==> src/design/mpfp_pkg.sv <==
package mpfp_pkg;

  // Default depth of the capture counter window.
  localparam int unsigned CaptureDepthDefault = 256;

  // Header byte of a QoS 0 PUBLISH frame.
  localparam logic [7:0] HdrPublish = 8'h30;

  // Payload widths.
  localparam int unsigned ByteW  = 8;
  localparam int unsigned IndexW = 7;
  localparam int unsigned LenW   = 7;

  // Widths of the packed master-side stream.
  localparam int unsigned MTdataW = 32;
  localparam int unsigned MTuserW = 2;

  // Parser phases.
  typedef enum logic [2:0] {
    PH_IDLE      = 3'd0,
    PH_REM_LEN   = 3'd1,
    PH_TLEN_HIGH = 3'd2,
    PH_TLEN_LOW  = 3'd3,
    PH_TOPIC     = 3'd4,
    PH_PAYLOAD   = 3'd5
  } phase_e;

  // Kind of a result.
  typedef enum logic [1:0] {
    KIND_TOPIC   = 2'd0,
    KIND_PAYLOAD = 2'd1,
    KIND_END     = 2'd2
  } kind_e;

  // One result of the parser.
  typedef struct packed {
    kind_e              item_kind;
    logic [ByteW-1:0]   data_byte;
    logic [IndexW-1:0]  byte_index;
    logic               frame_done;
    logic [LenW-1:0]    topic_length;
    logic [LenW-1:0]    payload_length;
  } result_t;

endpackage

==> src/design/mpfp_parser.sv <==
module mpfp_parser #(
  parameter int unsigned CAPTURE_DEPTH = mpfp_pkg::CaptureDepthDefault
) (
  input  logic                       clk_i,
  input  logic                       rst_ni,
  input  logic                       accept_i,
  input  logic [mpfp_pkg::ByteW-1:0] rx_byte_i,
  input  logic                       parse_enable_i,
  output logic                       res_valid_o,
  output mpfp_pkg::result_t          res_o
);

  localparam int unsigned CapW = $clog2(CAPTURE_DEPTH + 1);

  mpfp_pkg::phase_e      phase_q, phase_d;
  logic [6:0]            bytes_left_q, bytes_left_d;
  logic [7:0]            topic_size_q, topic_size_d;
  logic [6:0]            topic_seen_q, topic_seen_d;
  logic [6:0]            payload_seen_q, payload_seen_d;
  logic [CapW-1:0]       capture_count_q, capture_count_d;

  logic       cap_full;
  logic       run;
  logic [6:0] bytes_left_dec;
  logic [6:0] topic_seen_inc;
  logic [6:0] payload_seen_inc;
  logic [7:0] tlen_low;
  logic       tlen_bad;
  logic       topic_last;
  logic       rem_len_bad;

  // Shared arithmetic for the current byte.
  assign cap_full         = capture_count_q >= CapW'(CAPTURE_DEPTH);
  assign run              = accept_i && !cap_full && parse_enable_i;
  assign bytes_left_dec   = bytes_left_q - 7'd1;
  assign topic_seen_inc   = topic_seen_q + 7'd1;
  assign payload_seen_inc = payload_seen_q + 7'd1;
  assign tlen_low         = (topic_size_q != 8'd255) ? rx_byte_i : 8'd255;
  assign tlen_bad         = tlen_low > {1'b0, bytes_left_q};
  assign topic_last       = {1'b0, topic_seen_inc} == topic_size_q;
  assign rem_len_bad      = rx_byte_i[7] || (rx_byte_i < 8'd2);

  // Next state.
  always_comb begin
    phase_d         = phase_q;
    bytes_left_d    = bytes_left_q;
    topic_size_d    = topic_size_q;
    topic_seen_d    = topic_seen_q;
    payload_seen_d  = payload_seen_q;
    capture_count_d = capture_count_q;
    if (accept_i && !cap_full) begin
      capture_count_d = capture_count_q + CapW'(1);
    end
    if (run) begin
      case (phase_q)
        mpfp_pkg::PH_REM_LEN: begin
          if (rem_len_bad) begin
            phase_d         = mpfp_pkg::PH_IDLE;
            capture_count_d = '0;
          end else begin
            bytes_left_d   = rx_byte_i[6:0] - 7'd2;
            topic_size_d   = '0;
            topic_seen_d   = '0;
            payload_seen_d = '0;
            phase_d        = mpfp_pkg::PH_TLEN_HIGH;
          end
        end
        mpfp_pkg::PH_TLEN_HIGH: begin
          topic_size_d = (rx_byte_i != 8'd0) ? 8'd255 : 8'd0;
          phase_d      = mpfp_pkg::PH_TLEN_LOW;
        end
        mpfp_pkg::PH_TLEN_LOW: begin
          if (tlen_bad) begin
            topic_size_d    = '0;
            phase_d         = mpfp_pkg::PH_IDLE;
            capture_count_d = '0;
          end else begin
            topic_size_d = tlen_low;
            if (tlen_low == 8'd0) begin
              if (bytes_left_q == 7'd0) begin
                phase_d         = mpfp_pkg::PH_IDLE;
                capture_count_d = '0;
              end else begin
                phase_d = mpfp_pkg::PH_PAYLOAD;
              end
            end else begin
              phase_d = mpfp_pkg::PH_TOPIC;
            end
          end
        end
        mpfp_pkg::PH_TOPIC: begin
          bytes_left_d = bytes_left_dec;
          topic_seen_d = topic_seen_inc;
          if (topic_last) begin
            if (bytes_left_dec == 7'd0) begin
              phase_d         = mpfp_pkg::PH_IDLE;
              capture_count_d = '0;
            end else begin
              phase_d = mpfp_pkg::PH_PAYLOAD;
            end
          end
        end
        mpfp_pkg::PH_PAYLOAD: begin
          bytes_left_d   = bytes_left_dec;
          payload_seen_d = payload_seen_inc;
          if (bytes_left_dec == 7'd0) begin
            phase_d         = mpfp_pkg::PH_IDLE;
            capture_count_d = '0;
          end
        end
        default: begin
          // Waiting for a header; anything else restarts the capture window.
          if (rx_byte_i == mpfp_pkg::HdrPublish) begin
            phase_d = mpfp_pkg::PH_REM_LEN;
          end else begin
            phase_d         = mpfp_pkg::PH_IDLE;
            capture_count_d = '0;
          end
        end
      endcase
    end
  end

  // Result for the current byte.
  always_comb begin
    res_valid_o          = 1'b0;
    res_o.item_kind      = mpfp_pkg::KIND_TOPIC;
    res_o.data_byte      = rx_byte_i;
    res_o.byte_index     = '0;
    res_o.frame_done     = 1'b0;
    res_o.topic_length   = topic_size_q[6:0];
    res_o.payload_length = '0;
    if (run) begin
      case (phase_q)
        mpfp_pkg::PH_TLEN_LOW: begin
          // Frame with neither topic nor payload bytes.
          if (!tlen_bad && (tlen_low == 8'd0) && (bytes_left_q == 7'd0)) begin
            res_valid_o        = 1'b1;
            res_o.item_kind    = mpfp_pkg::KIND_END;
            res_o.data_byte    = '0;
            res_o.frame_done   = 1'b1;
            res_o.topic_length = '0;
          end
        end
        mpfp_pkg::PH_TOPIC: begin
          res_valid_o      = 1'b1;
          res_o.byte_index = topic_seen_q;
          res_o.frame_done = topic_last && (bytes_left_dec == 7'd0);
        end
        mpfp_pkg::PH_PAYLOAD: begin
          res_valid_o          = 1'b1;
          res_o.item_kind      = mpfp_pkg::KIND_PAYLOAD;
          res_o.byte_index     = payload_seen_q;
          res_o.frame_done     = bytes_left_dec == 7'd0;
          res_o.payload_length = payload_seen_inc;
        end
        default: begin
          res_valid_o = 1'b0;
        end
      endcase
    end
  end

  // State registers.
  always_ff @(posedge clk_i or negedge rst_ni) begin
    if (!rst_ni) begin
      phase_q         <= mpfp_pkg::PH_IDLE;
      bytes_left_q    <= '0;
      topic_size_q    <= '0;
      topic_seen_q    <= '0;
      payload_seen_q  <= '0;
      capture_count_q <= '0;
    end else begin
      phase_q         <= phase_d;
      bytes_left_q    <= bytes_left_d;
      topic_size_q    <= topic_size_d;
      topic_seen_q    <= topic_seen_d;
      payload_seen_q  <= payload_seen_d;
      capture_count_q <= capture_count_d;
    end
  end

endmodule

==> src/design/mpfp_out_buf.sv <==
module mpfp_out_buf (
  input  logic              clk_i,
  input  logic              rst_ni,
  input  logic              push_i,
  input  mpfp_pkg::result_t push_data_i,
  output logic              space_o,
  output logic              valid_o,
  input  logic              ready_i,
  output mpfp_pkg::result_t data_o
);

  mpfp_pkg::result_t slot_q [2];
  logic              wr_ptr_q, wr_ptr_d;
  logic              rd_ptr_q, rd_ptr_d;
  logic [1:0]        count_q, count_d;
  logic              pop;

  // Two entries let a new request in while a finished result waits.
  assign space_o = count_q != 2'd2;
  assign valid_o = count_q != 2'd0;
  assign data_o  = slot_q[rd_ptr_q];
  assign pop     = valid_o && ready_i;

  // Pointer and fill bookkeeping.
  always_comb begin
    wr_ptr_d = push_i ? !wr_ptr_q : wr_ptr_q;
    rd_ptr_d = pop ? !rd_ptr_q : rd_ptr_q;
    count_d  = count_q + {1'b0, push_i} - {1'b0, pop};
  end

  always_ff @(posedge clk_i or negedge rst_ni) begin
    if (!rst_ni) begin
      wr_ptr_q <= 1'b0;
      rd_ptr_q <= 1'b0;
      count_q  <= '0;
    end else begin
      wr_ptr_q <= wr_ptr_d;
      rd_ptr_q <= rd_ptr_d;
      count_q  <= count_d;
    end
  end

  // Result storage.
  always_ff @(posedge clk_i) begin
    if (push_i) begin
      slot_q[wr_ptr_q] <= push_data_i;
    end
  end

endmodule

==> src/design/mqtt_publish_frame_parser_core.sv <==
// Results are registered in a two-entry buffer before they reach the master stream.
// Throughput: one byte per cycle while that buffer has space; the parser state updates in
// the cycle a byte is accepted; input stays open while one result waits downstream.
// Reset (rst_ni low, asynchronous) returns the parser to waiting for a header,
// clears all counters, empties the result buffer and disables parsing.
module mqtt_publish_frame_parser_core #(
  parameter int unsigned CAPTURE_DEPTH = mpfp_pkg::CaptureDepthDefault
) (
  input  logic                         clk_i,
  input  logic                         rst_ni,
  // Configuration write channel: parse_enable.
  input  logic                         cfg_valid_i,
  output logic                         cfg_ready_o,
  input  logic                         cfg_data_i,
  // Byte input stream.
  input  logic                         s_axis_tvalid,
  output logic                         s_axis_tready,
  input  logic [7:0]                   s_axis_tdata,  // [7:0] rx_byte
  // Result stream.
  output logic                         m_axis_tvalid,
  input  logic                         m_axis_tready,
  // [7:0] data_byte, [14:8] byte_index, [21:15] topic_length,
  // [28:22] payload_length, [31:29] zero
  output logic [mpfp_pkg::MTdataW-1:0] m_axis_tdata,
  output logic [mpfp_pkg::MTuserW-1:0] m_axis_tuser,  // [1:0] item_kind
  output logic                         m_axis_tlast   // frame_done
);

  logic              parse_enable_q;
  logic              accept;
  logic              space;
  logic              res_valid;
  mpfp_pkg::result_t res;
  mpfp_pkg::result_t out_res;

  // Configuration register.
  assign cfg_ready_o = 1'b1;

  always_ff @(posedge clk_i or negedge rst_ni) begin
    if (!rst_ni) begin
      parse_enable_q <= 1'b0;
    end else if (cfg_valid_i) begin
      parse_enable_q <= cfg_data_i;
    end
  end

  // Input handshake.
  assign s_axis_tready = space;
  assign accept        = s_axis_tvalid && space;

  mpfp_parser #(
    .CAPTURE_DEPTH(CAPTURE_DEPTH)
  ) u_parser (
    .clk_i         (clk_i),
    .rst_ni        (rst_ni),
    .accept_i      (accept),
    .rx_byte_i     (s_axis_tdata),
    .parse_enable_i(parse_enable_q),
    .res_valid_o   (res_valid),
    .res_o         (res)
  );

  mpfp_out_buf u_out_buf (
    .clk_i      (clk_i),
    .rst_ni     (rst_ni),
    .push_i     (res_valid),
    .push_data_i(res),
    .space_o    (space),
    .valid_o    (m_axis_tvalid),
    .ready_i    (m_axis_tready),
    .data_o     (out_res)
  );

  // Pack the result onto the master stream.
  assign m_axis_tdata = {3'b000, out_res.payload_length, out_res.topic_length,
                         out_res.byte_index, out_res.data_byte};
  assign m_axis_tuser = out_res.item_kind;
  assign m_axis_tlast = out_res.frame_done;

endmodule

==> config.mk <==
export PLATFORM = sky130hd
export DESIGN_NAME = mqtt_publish_frame_parser_core
export DESIGN_NICKNAME = d
export VERILOG_FILES = /design/src/design/mpfp_pkg.sv /design/src/design/mpfp_parser.sv /design/src/design/mpfp_out_buf.sv /design/src/design/mqtt_publish_frame_parser_core.sv
export SDC_FILE = /design/constraint.sdc
export NUM_CORES = 1
export LEC_CHECK = 0
export BUFFER_PORTS_ARGS = -buffer_cell sky130_fd_sc_hd__buf_2
export CORE_MARGIN = 2
export CORE_UTILIZATION = 50
export CTS_BUF_LIST = sky130_fd_sc_hd__clkbuf_2
export DETAILED_ROUTE_END_ITERATION = 8
export MAX_ROUTING_LAYER = met4
export PLACE_DENSITY = 0.69
export SYNTH_ARGS = -nofsm -noshare
export SYNTH_HDL_FRONTEND = slang
export SYNTH_HIERARCHICAL = 1
export SYNTH_SLANG_ARGS = --single-unit
export TNS_END_PERCENT = 30
==> constraint.sdc <==
create_clock -name clk_i -period 6.7 [get_ports clk_i]
set_clock_uncertainty 0.1 [all_clocks]
set_input_delay 1.005 -clock clk_i [delete_from_list [all_inputs] [get_ports clk_i]]
set_output_delay 1.005 -clock clk_i [all_outputs]
set_load 0.01 [all_outputs]
**Yosys cells after proc, flatten, opt, wreduce, memory -nomap -nowiden**

Memory sizes are Yosys's and may differ from the RTL's.
Cells that the tools add are included.

- Register bits after elaboration: 46
- Memories: 1
- Memory bits (writable): 64
- Word-level logic and storage cells: 103
- Bits in latches: 0
- Output and inout bits: 38
- Input port bits: 14
- Memory bits (read-only): 0

Memory list:

| memory | words | bits a word | rd ports | clocked after Yosys merged registers in | wr ports | RTL line | source |
|---|---|---|---|---|---|---|---|
| u_out_buf.slot_q | 2 | 32 | 1 | 0 | 1 | mpfp_out_buf.sv:12 | `mpfp_pkg::result_t slot_q [2];` |

- $mul: 0
- Div/mod/pow operators: 0
- Shifts and indexed selects: 0
- Reductions and logical operators: 27
- Muxes and demuxes: 43
- Bitwise gates (word level): 0
- Add/subtract/negate cells: 7
- Equality and inequality tests: 12
- Order comparisons: 3

Operators by type and width:

| cell | count |
|---|---|
| two-way mux 9 bit | 9 |
| case mux 7 bit (2 select lines) | 4 |
| two-way mux 8 bit | 6 |
| case mux 9 bit (5 select lines) | 1 |
| two-way mux 32 bit | 1 |
| two-way mux 7 bit | 4 |
| case mux 8 bit (3 select lines) | 1 |
| two-way mux 3 bit | 6 |
| case mux 3 bit (5 select lines) | 1 |
| AND reduction 3 bit | 5 |
| adder 7 x 1 -> 7 bit (second input constant) | 2 |
| zero test 7 bit | 2 |
| two-way mux 10 bit | 1 |
| adder 9 x 1 -> 9 bit (second input constant) | 1 |
| greater-or-equal comparator 9 bit (second input constant) | 1 |
| equality test 7 x 8 -> 1 bit | 1 |
| equality test 8 x 6 -> 1 bit (second input constant) | 1 |
| greater-than comparator 8 x 7 -> 1 bit | 1 |
| zero test 8 bit | 1 |
| < comparator 8 x 2 -> 1 bit (second input constant) | 1 |
| inequality test 8 bit (second input constant) | 1 |
| nonzero test 2 bit | 4 |
| nonzero test 8 bit | 1 |
| logical AND 1 bit | 7 |
| 18 further kinds | 29 |

**Longest topological paths before layout**

Gate-level depths: netlist of the first run.

- Word-level depth: 11
- Depth in mapped cells: 17
- Mapped depth without buffers: 15

**Hierarchy**

Netlist of the first run, hierarchy kept.

By module, submodules not included:

| module | cells an instance | sequential area each (sq um) | instances | area an instance (sq um) |
|---|---|---|---|---|
| mpfp_parser | 376 | 1026.0 | 1 | 3086.7 |
| mpfp_out_buf | 117 | 2021.9 | 1 | 2660.1 |
| mqtt_publish_frame_parser_core | 9 | 25.0 | 1 | 83.8 |

**Worst setup path after synthesis of the first run**

OpenSTA, ideal clock, no wires.

- Kind: input-to-reg
- From: input port s_axis_tdata[4]
- To: memory u_out_buf/slot_q[0][0] in the netlist's numbering, enable pin
- Setup slack: 1.888 ns
- Arrival time: 4.287 ns
- Path buffers: 2
- Library setup time: 0.425 ns
- Stages on the path: 13
- Required time: 6.175 ns
- Cells stage by stage: clkbuf_1 -> nor2_1 -> inv_1 -> ha_1 -> o21ai_0 -> nand2b_1 -> a21oi_1 -> o21ai_0 -> and2_1 -> clkbuf_1 -> nand2b_1 -> a21oi_1 -> nor2b_1

- Cells in the longest elaborated chain, start to end: 10
- Elaborated cells between the ends (all ways): 11
- Classes of those cells: 1 x order compare; 6 x mux; 4 x reduce/logical

Ends and longest elaborated chain:

| what | RTL line | source |
|---|---|---|
| start, declared | mqtt_publish_frame_parser_core.sv:18 | `input logic [7:0] s_axis_tdata,` |
| two-way mux 8 bit * | mpfp_parser.sv:38 | `assign tlen_low = (topic_size_q != 8'd255) ? rx_byte_i : 8'd255;` |
| greater-than comparator 8 x 7 -> 1 bit | mpfp_parser.sv:39 | `assign tlen_bad = tlen_low > {1'b0, bytes_left_q};` |
| zero test 1 bit | mpfp_parser.sv:137 | `if (!tlen_bad && (tlen_low == 8'd0) && (bytes_left_q == 7'd0)) begin` |
| logical AND 1 bit * (2 in a row) | mpfp_parser.sv:137 |  |
| two-way mux 1 bit * | mpfp_parser.sv:137 |  |
| case mux 1 bit (2 select lines) * | mpfp_parser.sv:134 | `case (phase_q)` |
| two-way mux 1 bit * | mpfp_parser.sv:133 | `if (run) begin` |
| via res_valid | mqtt_publish_frame_parser_core.sv:32 | `logic res_valid;` |
| two-way mux 1 bit * | mpfp_out_buf.sv:45 | `if (push_i) begin` |
| two-way mux 1 bit (implied by the code) * | mpfp_out_buf.sv:46 | `slot_q[wr_ptr_q] <= push_data_i;` |
| end, declared | mpfp_out_buf.sv:12 |  |

Mark *: on every way through the listed nets, which the timed path passes. The rest lies on a longest branch.

**Final worst setup path of the first run**

- From: register u_parser.topic_size_q[2]
- To: memory u_out_buf/slot_q[0][19] in the netlist's numbering, enable pin

- Cells in the longest elaborated chain, start to end: 11
- Elaborated cells between the ends (all ways): 12
- Classes of those cells: 1 x order compare; 1 x eq/ne; 6 x mux; 4 x reduce/logical

Ends and longest elaborated chain:

| what | RTL line | source |
|---|---|---|
| start, declared | mpfp_parser.sv:17 | `logic [7:0] topic_size_q, topic_size_d;` |
| start signal, assigned | mpfp_parser.sv:176 | `topic_size_q <= topic_size_d;` |
| inequality test 8 bit * | mpfp_parser.sv:38 |  |
| two-way mux 8 bit * | mpfp_parser.sv:38 |  |
| greater-than comparator 8 x 7 -> 1 bit | mpfp_parser.sv:39 |  |
| zero test 1 bit | mpfp_parser.sv:137 |  |
| logical AND 1 bit * (2 in a row) | mpfp_parser.sv:137 |  |
| two-way mux 1 bit * | mpfp_parser.sv:137 |  |
| case mux 1 bit (2 select lines) * | mpfp_parser.sv:134 |  |
| two-way mux 1 bit * | mpfp_parser.sv:133 |  |
| via res_valid | mqtt_publish_frame_parser_core.sv:32 |  |
| two-way mux 1 bit * | mpfp_out_buf.sv:45 |  |
| two-way mux 1 bit (implied by the code) * | mpfp_out_buf.sv:46 |  |

Marked as above.

==> impl_results.md, run 1 <==
* Run status: complete, no violations
* Worst slew pin tran at about 1.3 ns
* Required time of the critical path at 6.86 ns
* Global-route wire length before repair at 18690 um
* Sw power at slightly below 400 uW
* Global route overflow at 0
* Root buffer cell: clkbuf_2
* Clk sinks at 110
* Total I/O pin count at 52
* # DRC at 0
* Post-layout min period at between 4 and 5 ns
* Syn-to-layout area delta at 5.966%
* Antenna cell count at 0
* Leakage power at approximately 0.0024 uW
* TritonRoute pass-1 iters at 4
* Worst slack, placed at approximately 2.6 ns
* Setup_tns at 0 ns
* Post-CTS Setup Inserts at 0
* Top cells by area, synth: edfxtp_1 (33%), dfrtp_1 (20%), mux2_4 (7.7%)
* Layout cells sized above 1 at about a fifth
* Starting Density at around 51%
* Adder-cell share of the synthesized area at under 10%
* Final setup viols at 0
* Cell repeated most along the worst path: nor2_1
* Uppermost routed layer: met4
* Vias/cell at ~5.6
* Synth Flop Type: edfxtp_1
* DR vias at between 3000 and 4000
* Worst EP arrival at roughly 4.3 ns
* Final setup margin at between 2 and 3 ns
* DRT iter0 DRCs at 261
* Yosys reg bits at 110
* DRT met1 WL at between 5000 and 6000 um
* Seq/Total Area, Yosys at between 50% and 60%
* Synth Warn # at 6
* Clock power frac at approximately a quarter
* CTS tree: built
* Post-Syn Instances at around 500
* Critical-path cell list: nand4_1 -> nor2_1 -> nor2_1 -> inv_1 -> ha_1 -> a21o_1 -> a211oi_1 -> o211ai_1 -> and2_1 -> nand2b_1 -> a21oi_1 -> nor2b_2 -> buf_4
* Resize count post-CTS at 0
* Yosys top cell by area: edfxtp_1
* Final worst-path cycle share at just over 60%
* XOR/XNOR Fraction of Synth Area at under 10%
* CTS Hold Buffers Added at 0
* Standard-cell rows at 39
* Die H at ~110 um
* Die ar. at 12540 um2
* Logic gate share of total power at between 10% and 20%
* Max-slew headroom at roughly 14%
* Worst path max stage delay at approximately 0.52 ns
* DR WL met2 at around 5500 um
* Die Width at about 110 um
* Largest net degree at the start of global routing at 47
* Crit. End Element: flip-flop
* Placed insts at 663
* Largest family of logic cells by synthesized area: simple AND/OR/NAND/NOR gates
* Final wirelength at roughly 11000 um
* Worst-path clk slew at around 0.31 ns
* Clock Tree Buf Depth at 2
* Critical-path top delay cell: dfrtp_1
* Type of the worst setup path: flip-flop to flip-flop
* Mux contribution to synthesized area at 10.24%
* Pwr dens at ~220 nW/um2
* Slew Limit Fails at 0
* WL per Instance at about 17 um
* MaxCap Viol Count at 0
* DP HPWL at between 8000 and 9000 um
* Final cell utilization of the core at approximately 54%
* Async S/R FF share, synth at a little over two fifths
* Hold Path Class: input pin to asynchronous set/reset pin
* Post-synth EDFFs at 64
* H-tree levels at 3
* Compound-Gate Fraction of Synth Area at between 10% and 20%
* Worst-Skew Late Latency at around 0.60 ns
* Post-DRT Antenna Nets at 0
* Flop pwr share at between 50% and 60%
* GRT Util Overall at between 10% and 20%
* RePlAce Congestion at roughly 0.99
* Highest clock rate at ~240 MHz
* Synth cell count leaders: edfxtp_1 (64), dfrtp_1 (46), nor2_1 (39), nand2_1 (32), mux2_4 (30)
* Final Hold Violating Endpoints at 0
* Initial antenna violation count at 0
* Share of the synthesized area in the top cell type at 32.96%
* Synthesized area at 5831 um2
* Number of library cell types mapped by synthesis at between 50 and 60
* CTS Buf Count at 9
* Top-count cell post-synth: edfxtp_1
* Fin nets at approximately 560
* Internal Power at ~960 uW
* Fin cells at a little under 700
* Worst-path maximum fanout at 32
* RSZ-0062 raised after global routing: false
* Post-Syn Area per Cell at 11.61 um2
* Number of port buffers at between 40 and 50
* Vias in the first global route at approximately 3700
* Worst VDD drop at 0.0001482 V
* Detail Route met3 WL at between 500 and 600 um
* Critical Path Start Type: flip-flop
* CORE AREA at 11420 um2
* Post-Synth Simple-Gate Area at 12.45%
* Fill cell count at roughly 1000
* Fraction of power spent switching nets at between 20% and 30%
## flip-flops by register name, summed over array words and instances (netlist names)
register                  count
u_parser/bytes_left_q         7
parse_enable_q                1
u_parser/capture_count_q      9
u_out_buf/rd_ptr_q            1
u_out_buf/slot_q             64
u_parser/topic_size_q         8
u_parser/phase_q              3
u_out_buf/count_q             2
u_parser/topic_seen_q         7
u_parser/payload_seen_q       7
u_out_buf/wr_ptr_q            1
## cell type report
type	instances	area, um2	share of cell area [%]
clock inverter	6	78.83	1.276
clock buffer	10	50.05	0.8100
tap	143	178.9	2.896
timing repair buffer	49	250.2	4.050
sequential	110	3074	49.76
multi-input combinational	340	2467	39.94
inverter	21	78.83	1.276
## worst max-delay path: cells and delay by family (launching register included)
kind | cells | cell delay (ns)
AND/OR/NAND/NOR | 6 | 1.44
AO/OA/AOI/OAI | 4 | 0.92
flip-flops | 1 | 0.52
buffers and inverters | 2 | 0.50
adder cells (fa/ha/maj) | 1 | 0.25
## cells by family (layout without fill, tap and decap cells)
family / count (synthesis) / after routing
multiplexers: 44 / 44
flip-flops: 110 / 110
AO/OA/AOI/OAI: 97 / 97
adder cells (fa/ha/maj): 16 / 16
other: 2 / 4
AND/OR/NAND/NOR: 147 / 147
buffers and inverters: 54 / 86
XOR/XNOR: 32 / 32
## per-stage QoR
| stage | total power [uW] | cell area [um2] | hold WS [ns] |
|---|---|---|---|
| 5_1_grt | 1420 | 6178 | 0.4656 |
| 3_3_place_gp | 1041 | 6050 | 0.3860 |
| 4_1_cts | 1366 | 6178 | 0.4304 |
| 6_report | 1347 | 6178 | 0.4257 |
| 3_5_place_dp | 1046 | 6050 | 0.3998 |
| 2_1_floorplan | 1015 | 5838 | 0.3555 |
## placed cells by master (no fill, tap or decap), types with 10 or more instances in the layout
cell type,instances
mux2_4,30
buf_2,47
a21oi_1,19
o21ai_0,28
nor3_1,12
and2_1,16
inv_1,21
xnor2_1,13
ha_1,16
dfrtp_1,45
nand2_1,32
clkbuf_2,10
xor2_1,19
nor2_1,39
nand3_1,14
edfxtp_1,64
## final timing paths
kind	start	end	slack (ns)	cells past startpoint
setup / recovery	u_parser/topic_size_q[2]$_DFFE_PN0P_	u_out_buf/slot_q[0][19]$_DFFE_PP_	2.59	13
max in group asynchronous	rst_ni	u_out_buf/rd_ptr_q$_DFFE_PN0P_	5.40	1
setup reg to reg	u_parser/topic_size_q[2]$_DFFE_PN0P_	u_out_buf/slot_q[0][19]$_DFFE_PP_	2.59	13
hold / removal	rst_ni	u_parser/bytes_left_q[0]$_DFFE_PN0P_	0.43	1
hold reg to reg	u_out_buf/wr_ptr_q$_DFFE_PN0P_	u_out_buf/wr_ptr_q$_DFFE_PN0P_	0.43	1
min in group clk_i	u_out_buf/wr_ptr_q$_DFFE_PN0P_	u_out_buf/wr_ptr_q$_DFFE_PN0P_	0.43	1
## per-layer routing
metal | track usage [%] | vias to the layer above
li1 | - | 1854
met1 | 25.99 | 1856
met2 | 30.22 | 88
met3 | 3.321 | 14
met4 | 5.772 | 0
met5 | - | -
## power groups by stage
stage | Sequential [uW] | Clock, uW | Combinational [uW]
2_1_floorplan | 759 | 0 | 255
3_3_place_gp | 814 | 0 | 227
3_5_place_dp | 816 | 0 | 230
4_1_cts | 802 | 333 | 230
5_1_grt | 810 | 360 | 250
6_report | 800 | 320 | 227
No activity file was read; power rests on OpenSTA's default activity.
==> run 2, diff against run 1 <==
clock period = 4.2 ns   (was 6.7 ns; I/O delays follow)
==> run 2 against run 1 <==
  * Total power grew 57%
  * Via count is 0.60% higher
  * Non-clock buffer count is 3 higher
  * Sequential share of layout area shrank 0.24 points
  * Cell count up 0.44%
  * Worst setup slack got worse by 2.3 ns
  * Critical endpoint is now u_out_buf/slot_q[0][16]$_DFFE_PP_
==> impl_results.md, run 2 (synthesized netlist as in run 1, its figures left out) <==
* Layout cells sized above 1 at a little over a fifth
* DP HPWL at between 8000 and 9000 um
* Highest clock rate at around 260 MHz
* GRT Util Overall at a little under 20%
* Slew Limit Fails at 0
* Worst slew pin tran at around 1.1 ns
* Biggest register: u_out_buf/slot_q
* # DRC at 0
* Sequential Area at around 3000 um2
* CTS Buf Count at 9
* Syn-to-layout area delta at 6.481%
* CORE AREA at between 10000 and 15000 um2
* Root buffer cell: clkbuf_2
* Max-slew headroom at roughly 29%
* Fill cell count at roughly 1000
* CTS Hold Buffers Added at 0
* Starting Density at approximately half
* Final wirelength at roughly 12000 um
* RSZ-0062 raised after global routing: false
* Clk sinks at 110
* Post-CTS Setup Inserts at 0
* Worst-path maximum fanout at 32
* Setup_tns at 0 ns
* Worst VDD drop at roughly 0.00022 V
* Vias/cell at approximately 5.6
* Multi-input gate area at 2467 um2
* Final setup viols at 0
* H-tree levels at 3
* Clock Tree Buf Depth at 2
* Pwr dens at approximately 340 nW/um2
* Biggest regs: u_out_buf/slot_q x64, u_parser/capture_count_q x9, u_parser/topic_size_q x8
* Run status: complete, no violations
* Die ar. at around 13000 um2
* Hold Path Class: input pin to asynchronous set/reset pin
* Post-DRT Antenna Nets at 0
* Standard-cell rows at 39
* WL per Instance at 16.93 um
* MaxCap Viol Count at 0
* Critical Path Start Type: flip-flop
* Worst-path clk slew at 0.28 ns
* Post-layout min period at approximately 3.9 ns
* DR vias at about 3800
* DRT iter0 DRCs at 220
* Largest net degree at the start of global routing at between 40 and 50
* Resize count post-CTS at 0
* Initial antenna violation count at 0
* Antenna cell count at 0
* FF-to-FF setup slack at around 0.3 ns
* Largest register FFs at 64
* Vias in the first global route at approximately 3800
* Dpl cell area at between 6000 and 7000 um2
* Die Width at between 100 and 150 um
* Final Hold Violating Endpoints at 0
* TritonRoute pass-1 iters at 5
* Number of port buffers at 47
* Die H at about 110 um
* Final worst-path cycle share at between 90% and 100%
* Leakage power at 0.002444 uW
* CTS tree: built
* Global-route wire length before repair at about 19000 um
* RePlAce Congestion at slightly below 0.9
* Commonest non-fill, non-tap cells in the layout: edfxtp_1 (64), buf_2 (47), dfrtp_1 (45), nor2_1 (39), nand2_1 (32)
* Required time of the critical path at around 4.4 ns
* Crit. End Element: flip-flop
* Worst-Skew Late Latency at 0.58 ns
* Total I/O pin count at 52
* Type of the worst setup path: flip-flop to flip-flop
* Global route overflow at 0
* Worst EP arrival at a little over 4 ns
* Most common cell after layout, fill and taps aside: edfxtp_1
* Design area at between 6000 and 7000 um2
* Fin nets at 564
[run 2: final timing paths]
path	depth (start not counted)	from	end
max	14	u_parser/topic_size_q[4]$_DFFE_PN0P_	u_out_buf/slot_q[0][16]$_DFFE_PP_
min	1	rst_ni	parse_enable_q$_DFFE_PN0P_
max reg2reg	14	u_parser/topic_size_q[4]$_DFFE_PN0P_	u_out_buf/slot_q[0][16]$_DFFE_PP_
min reg2reg	1	u_out_buf/wr_ptr_q$_DFFE_PN0P_	u_out_buf/wr_ptr_q$_DFFE_PN0P_
max in group asynchronous	1	rst_ni	u_out_buf/rd_ptr_q$_DFFE_PN0P_
min in group clk_i	2	cfg_data_i	parse_enable_q$_DFFE_PN0P_
[run 2: area by class of cell]
class,count,share of cell area [%]
Tap cell,143,2.882
Timing Repair Buffer,52,4.796
Inverter,21,1.270
Clock inverter,6,0.9875
Clock buffer,10,0.8061
Multi-Input combinational cell,340,39.74
Sequential cell,110,49.52
[run 2: through the flow]
step	utilization [%]	hold slack [ns]	power (uW)	cells	setup WS, ns
detailed placement	53.40	0.3969	1654	666	0.4261
floorplan	-	0.2344	1608	504	0.3541
global placement	53.40	0.3828	1643	666	0.5499
CTS	54.37	0.09060	2137	682	0.3520
global route	54.37	0.1090	2218	682	0.01081
finish	54.37	0.08875	2116	682	0.3010
[run 2: critical path, stage by stage, from the launching register on]
cell and delay [ns]:
dfrtp_1 0.49, nand4_1 0.15, nor2_1 0.58, nor2_1 0.12, inv_1 0.09, ha_1 0.24, inv_1 0.08, nor3_1 0.05
a221oi_1 0.30, o211ai_1 0.14, and2_1 0.24, nand2b_1 0.19, a21oi_1 0.33, nor2b_2 0.26, buf_12 0.23
[run 2: layer usage]
layer  global-route usage (%)  wire length, um  vias up
li1                         -                -     1847
met1                    27.23             5260     1876
met2                    31.31             5603      100
met3                    2.994              545       12
met4                    5.528              137        0
met5                        -                0        -
[run 2: power breakdown]
group | leakage, uW | switching, uW | internal [uW] | total [uW]
Clock | 0.0000741 | 344 | 141 | 485
Sequential | 0.00110 | 112 | 1170 | 1280
Combinational | 0.00127 | 158 | 193 | 351
==> run 3, diff against run 2 <==
BUFFER_PORTS_ARGS = unset   (was -buffer_cell sky130_fd_sc_hd__buf_2)
DONT_BUFFER_PORTS = 1   (was unset)
PLACE_DENSITY = unset   (was 0.69)
==> run 3 against run 2 <==
  * Non-clock buffer count shrank 35
  * Clock power grew 3%
  * Cell area shrank 1.3%
  * Sequential share of layout area grew 0.65 points
==> impl_results.md, run 3 (synthesized netlist as in run 1, its figures left out) <==
* Total I/O pin count at between 50 and 60
* Commonest non-fill, non-tap cells in the layout: edfxtp_1 (64), dfrtp_1 (45), nor2_1 (38), nand2_1 (32), mux2_4 (30)
* Antenna cell count at 0
* Post-DRT Antenna Nets at 0
* CORE AREA at about 11000 um2
* MaxCap Viol Count at 0
* Die H at about 110 um
* Global-route wire length before repair at about 19000 um
* Post-layout min period at between 3 and 4 ns
* Fill cell count at roughly 1000
* Hold Crit Endpoint: u_parser/bytes_left_q[0]$_DFFE_PN0P_
* Global route overflow at 0
* RePlAce Congestion at roughly 0.9
* Clk sinks at 110
* Final setup margin at between 0.4 and 0.5 ns
* Post-CTS Setup Inserts at 0
* Leakage power at 0.002354 uW
* Die ar. at ~13000 um2
* FF-to-FF path depth at 14
* Crit. End Element: flip-flop
* RSZ-0062 raised after global routing: false
* Placed insts at around 620
* Final Hold Violating Endpoints at 0
* Type of the worst setup path: flip-flop to flip-flop
* Vias in the first global route at 3699
* Worst slack, placed at roughly 0.35 ns
* DP HPWL at 7871 um
* Biggest register: u_out_buf/slot_q
* Root buffer cell: clkbuf_2
* Cell repeated most along the worst path: inv_1
* Final wirelength at 11300 um
* Run status: complete, no violations
* Standard-cell rows at 39
* Final setup viols at 0
* CTS Buf Count at 9
* # DRC at 0
* DR vias at 3658
* Fin nets at ~530
* Worst slew pin tran at 1.037 ns
* Critical-path cell list: nand4_1 -> nor2_2 -> nor2_1 -> inv_1 -> ha_1 -> inv_1 -> nor3_1 -> a221oi_1 -> o211ai_1 -> and2_1 -> nand2b_1 -> a21oi_1 -> nor2b_2 -> buf_12
* Layout cells sized above 1 at 13.89%
* CTS tree: built
* Total Power at between 2000 and 2500 uW
* FF-to-FF setup slack at approximately 0.44 ns
* Syn-to-layout area delta at 5.107%
* Cell family with most CP delay: simple AND/OR/NAND/NOR gates
* Worst VDD drop at about 0.00022 V
* Worst-path clk slew at ~0.28 ns
* Vias/cell at ~5.7
* Worst R2R Start: u_parser/topic_size_q[4]$_DFFE_PN0P_
* DRT iter0 DRCs at around 190
* Final worst-path cycle share at 89.51%
* Biggest regs: u_out_buf/slot_q x64, u_parser/capture_count_q x9, u_parser/topic_size_q x8
* Min-delay src: s_axis_tdata[0]
* Hold Crit Depth at 1
* Critical-path top delay cell: dfrtp_1
* Worst-Skew Late Latency at just under 0.6 ns
* RR Endpoint: u_out_buf/slot_q[0][7]$_DFFE_PP_
* WL per Instance at 17.47 um
* TritonRoute pass-1 iters at 4
* Worst path max stage delay at ~0.5 ns
* Slew Limit Fails at 0
* Critical Path Start Type: flip-flop
* Pwr dens at between 300 and 400 nW/um2
* Starting Density at roughly half
* Hold Path Class: input pin to flip-flop
* Required time of the critical path at ~4.4 ns
* Largest net degree at the start of global routing at 47
* Max-slew headroom at 30.84%
* Highest clock rate at about 270 MHz
* Largest register FFs at 64
* Most common cell after layout, fill and taps aside: edfxtp_1
* Initial antenna violation count at 0
* GRT Util Overall at roughly a fifth
* Number of port buffers at 0
* H-tree levels at 3
* Worst EP arrival at between 3 and 4 ns
* Die Width at 112.0 um
* Clock Tree Buf Depth at 2
* Crit path buf inv count at 3
* Setup_tns at 0 ns
* Fin cells at around 650
* Worst-path maximum fanout at 32
[run 3: cell count changes in the layout (fill, tap and decap cells not counted), sizes merged]
| cell | previous run | this run |
|---|---|---|
| buf | 52 | 6 |
| dlygate4sd3 | 0 | 11 |
| clkinvlp | 0 | 2 |
| clkinv | 3 | 2 |
| clkbuf | 10 | 9 |
[run 3: worst reg2reg max path, stage by stage (launching register included)]
cell      delay (ns)
dfrtp_1         0.50
nand4_1         0.17
nor2_2          0.40
nor2_1          0.11
inv_1           0.08
ha_1            0.24
inv_1           0.08
nor3_1          0.05
a221oi_1        0.33
o211ai_1        0.15
and2_1          0.25
nand2b_1        0.19
a21oi_1         0.36
nor2b_2         0.26
buf_12          0.23
[run 3: layout make-up]
type	count	area, um2	share of cell area [%]
Timing Repair Buffer	17	200.2	3.267
Multi-Input combinational cell	340	2470	40.30
Inverter	21	78.83	1.286
Sequential cell	110	3074	50.16
Clock inverter	7	81.33	1.327
Tap cell	143	178.9	2.920
Clock buffer	9	45.04	0.7350
[run 3: timing repair]
| action | CTS | global route |
|---|---|---|
| hold buffers | 11 | 1 |
| hold endpoints to repair | 63 | 1 |
| gates resized for setup | 0 | 1 |
| endpoints found under the setup margin | 0 | 22 |
[run 3: metrics by stage]
stage	area, um2	utilization, %	hold WS [ns]
after detailed placement	5862	51.34	0.2355
after floorplan	5841	-	0.2344
after CTS	6116	53.56	0.01089
after global routing	6128	53.67	0.02070
after global placement	5862	51.34	0.2356
final	6128	53.67	0.08695
[run 3: how the worst max path moves through the flow]
stage / from / to / depth (start not counted)
3_3_place_gp: u_parser/topic_size_q[4]$_DFFE_PN0P_ / u_out_buf/slot_q[0][7]$_DFFE_PP_ / 14
2_1_floorplan: s_axis_tdata[4] / u_out_buf/slot_q[0][0]$_DFFE_PP_ / 13
3_5_place_dp: u_parser/topic_size_q[4]$_DFFE_PN0P_ / u_out_buf/slot_q[0][9]$_DFFE_PP_ / 14
4_1_cts: u_parser/topic_size_q[4]$_DFFE_PN0P_ / u_out_buf/slot_q[0][23]$_DFFE_PP_ / 14
6_report: u_parser/topic_size_q[4]$_DFFE_PN0P_ / u_out_buf/slot_q[0][7]$_DFFE_PP_ / 14
5_1_grt: u_parser/topic_size_q[4]$_DFFE_PN0P_ / u_out_buf/slot_q[0][23]$_DFFE_PP_ / 14
[run 3: routing by layer]
metal | wire length [um] | track usage (%) | vias to the layer above
met3 | 372 | 4.083 | 17
met4 | 224 | 6.504 | 0
met5 | 0 | - | -
met1 | 5144 | 25.03 | 1789
met2 | 5562 | 32.28 | 63
li1 | - | - | 1789
[run 3: power by group]
| part | leakage [uW] | internal [uW] | total, uW | switching, uW |
|---|---|---|---|---|
| sequential | 0.00110 | 1170 | 1280 | 114 |
| clock | 0.0000719 | 146 | 501 | 356 |
| combinational | 0.00118 | 179 | 319 | 139 |
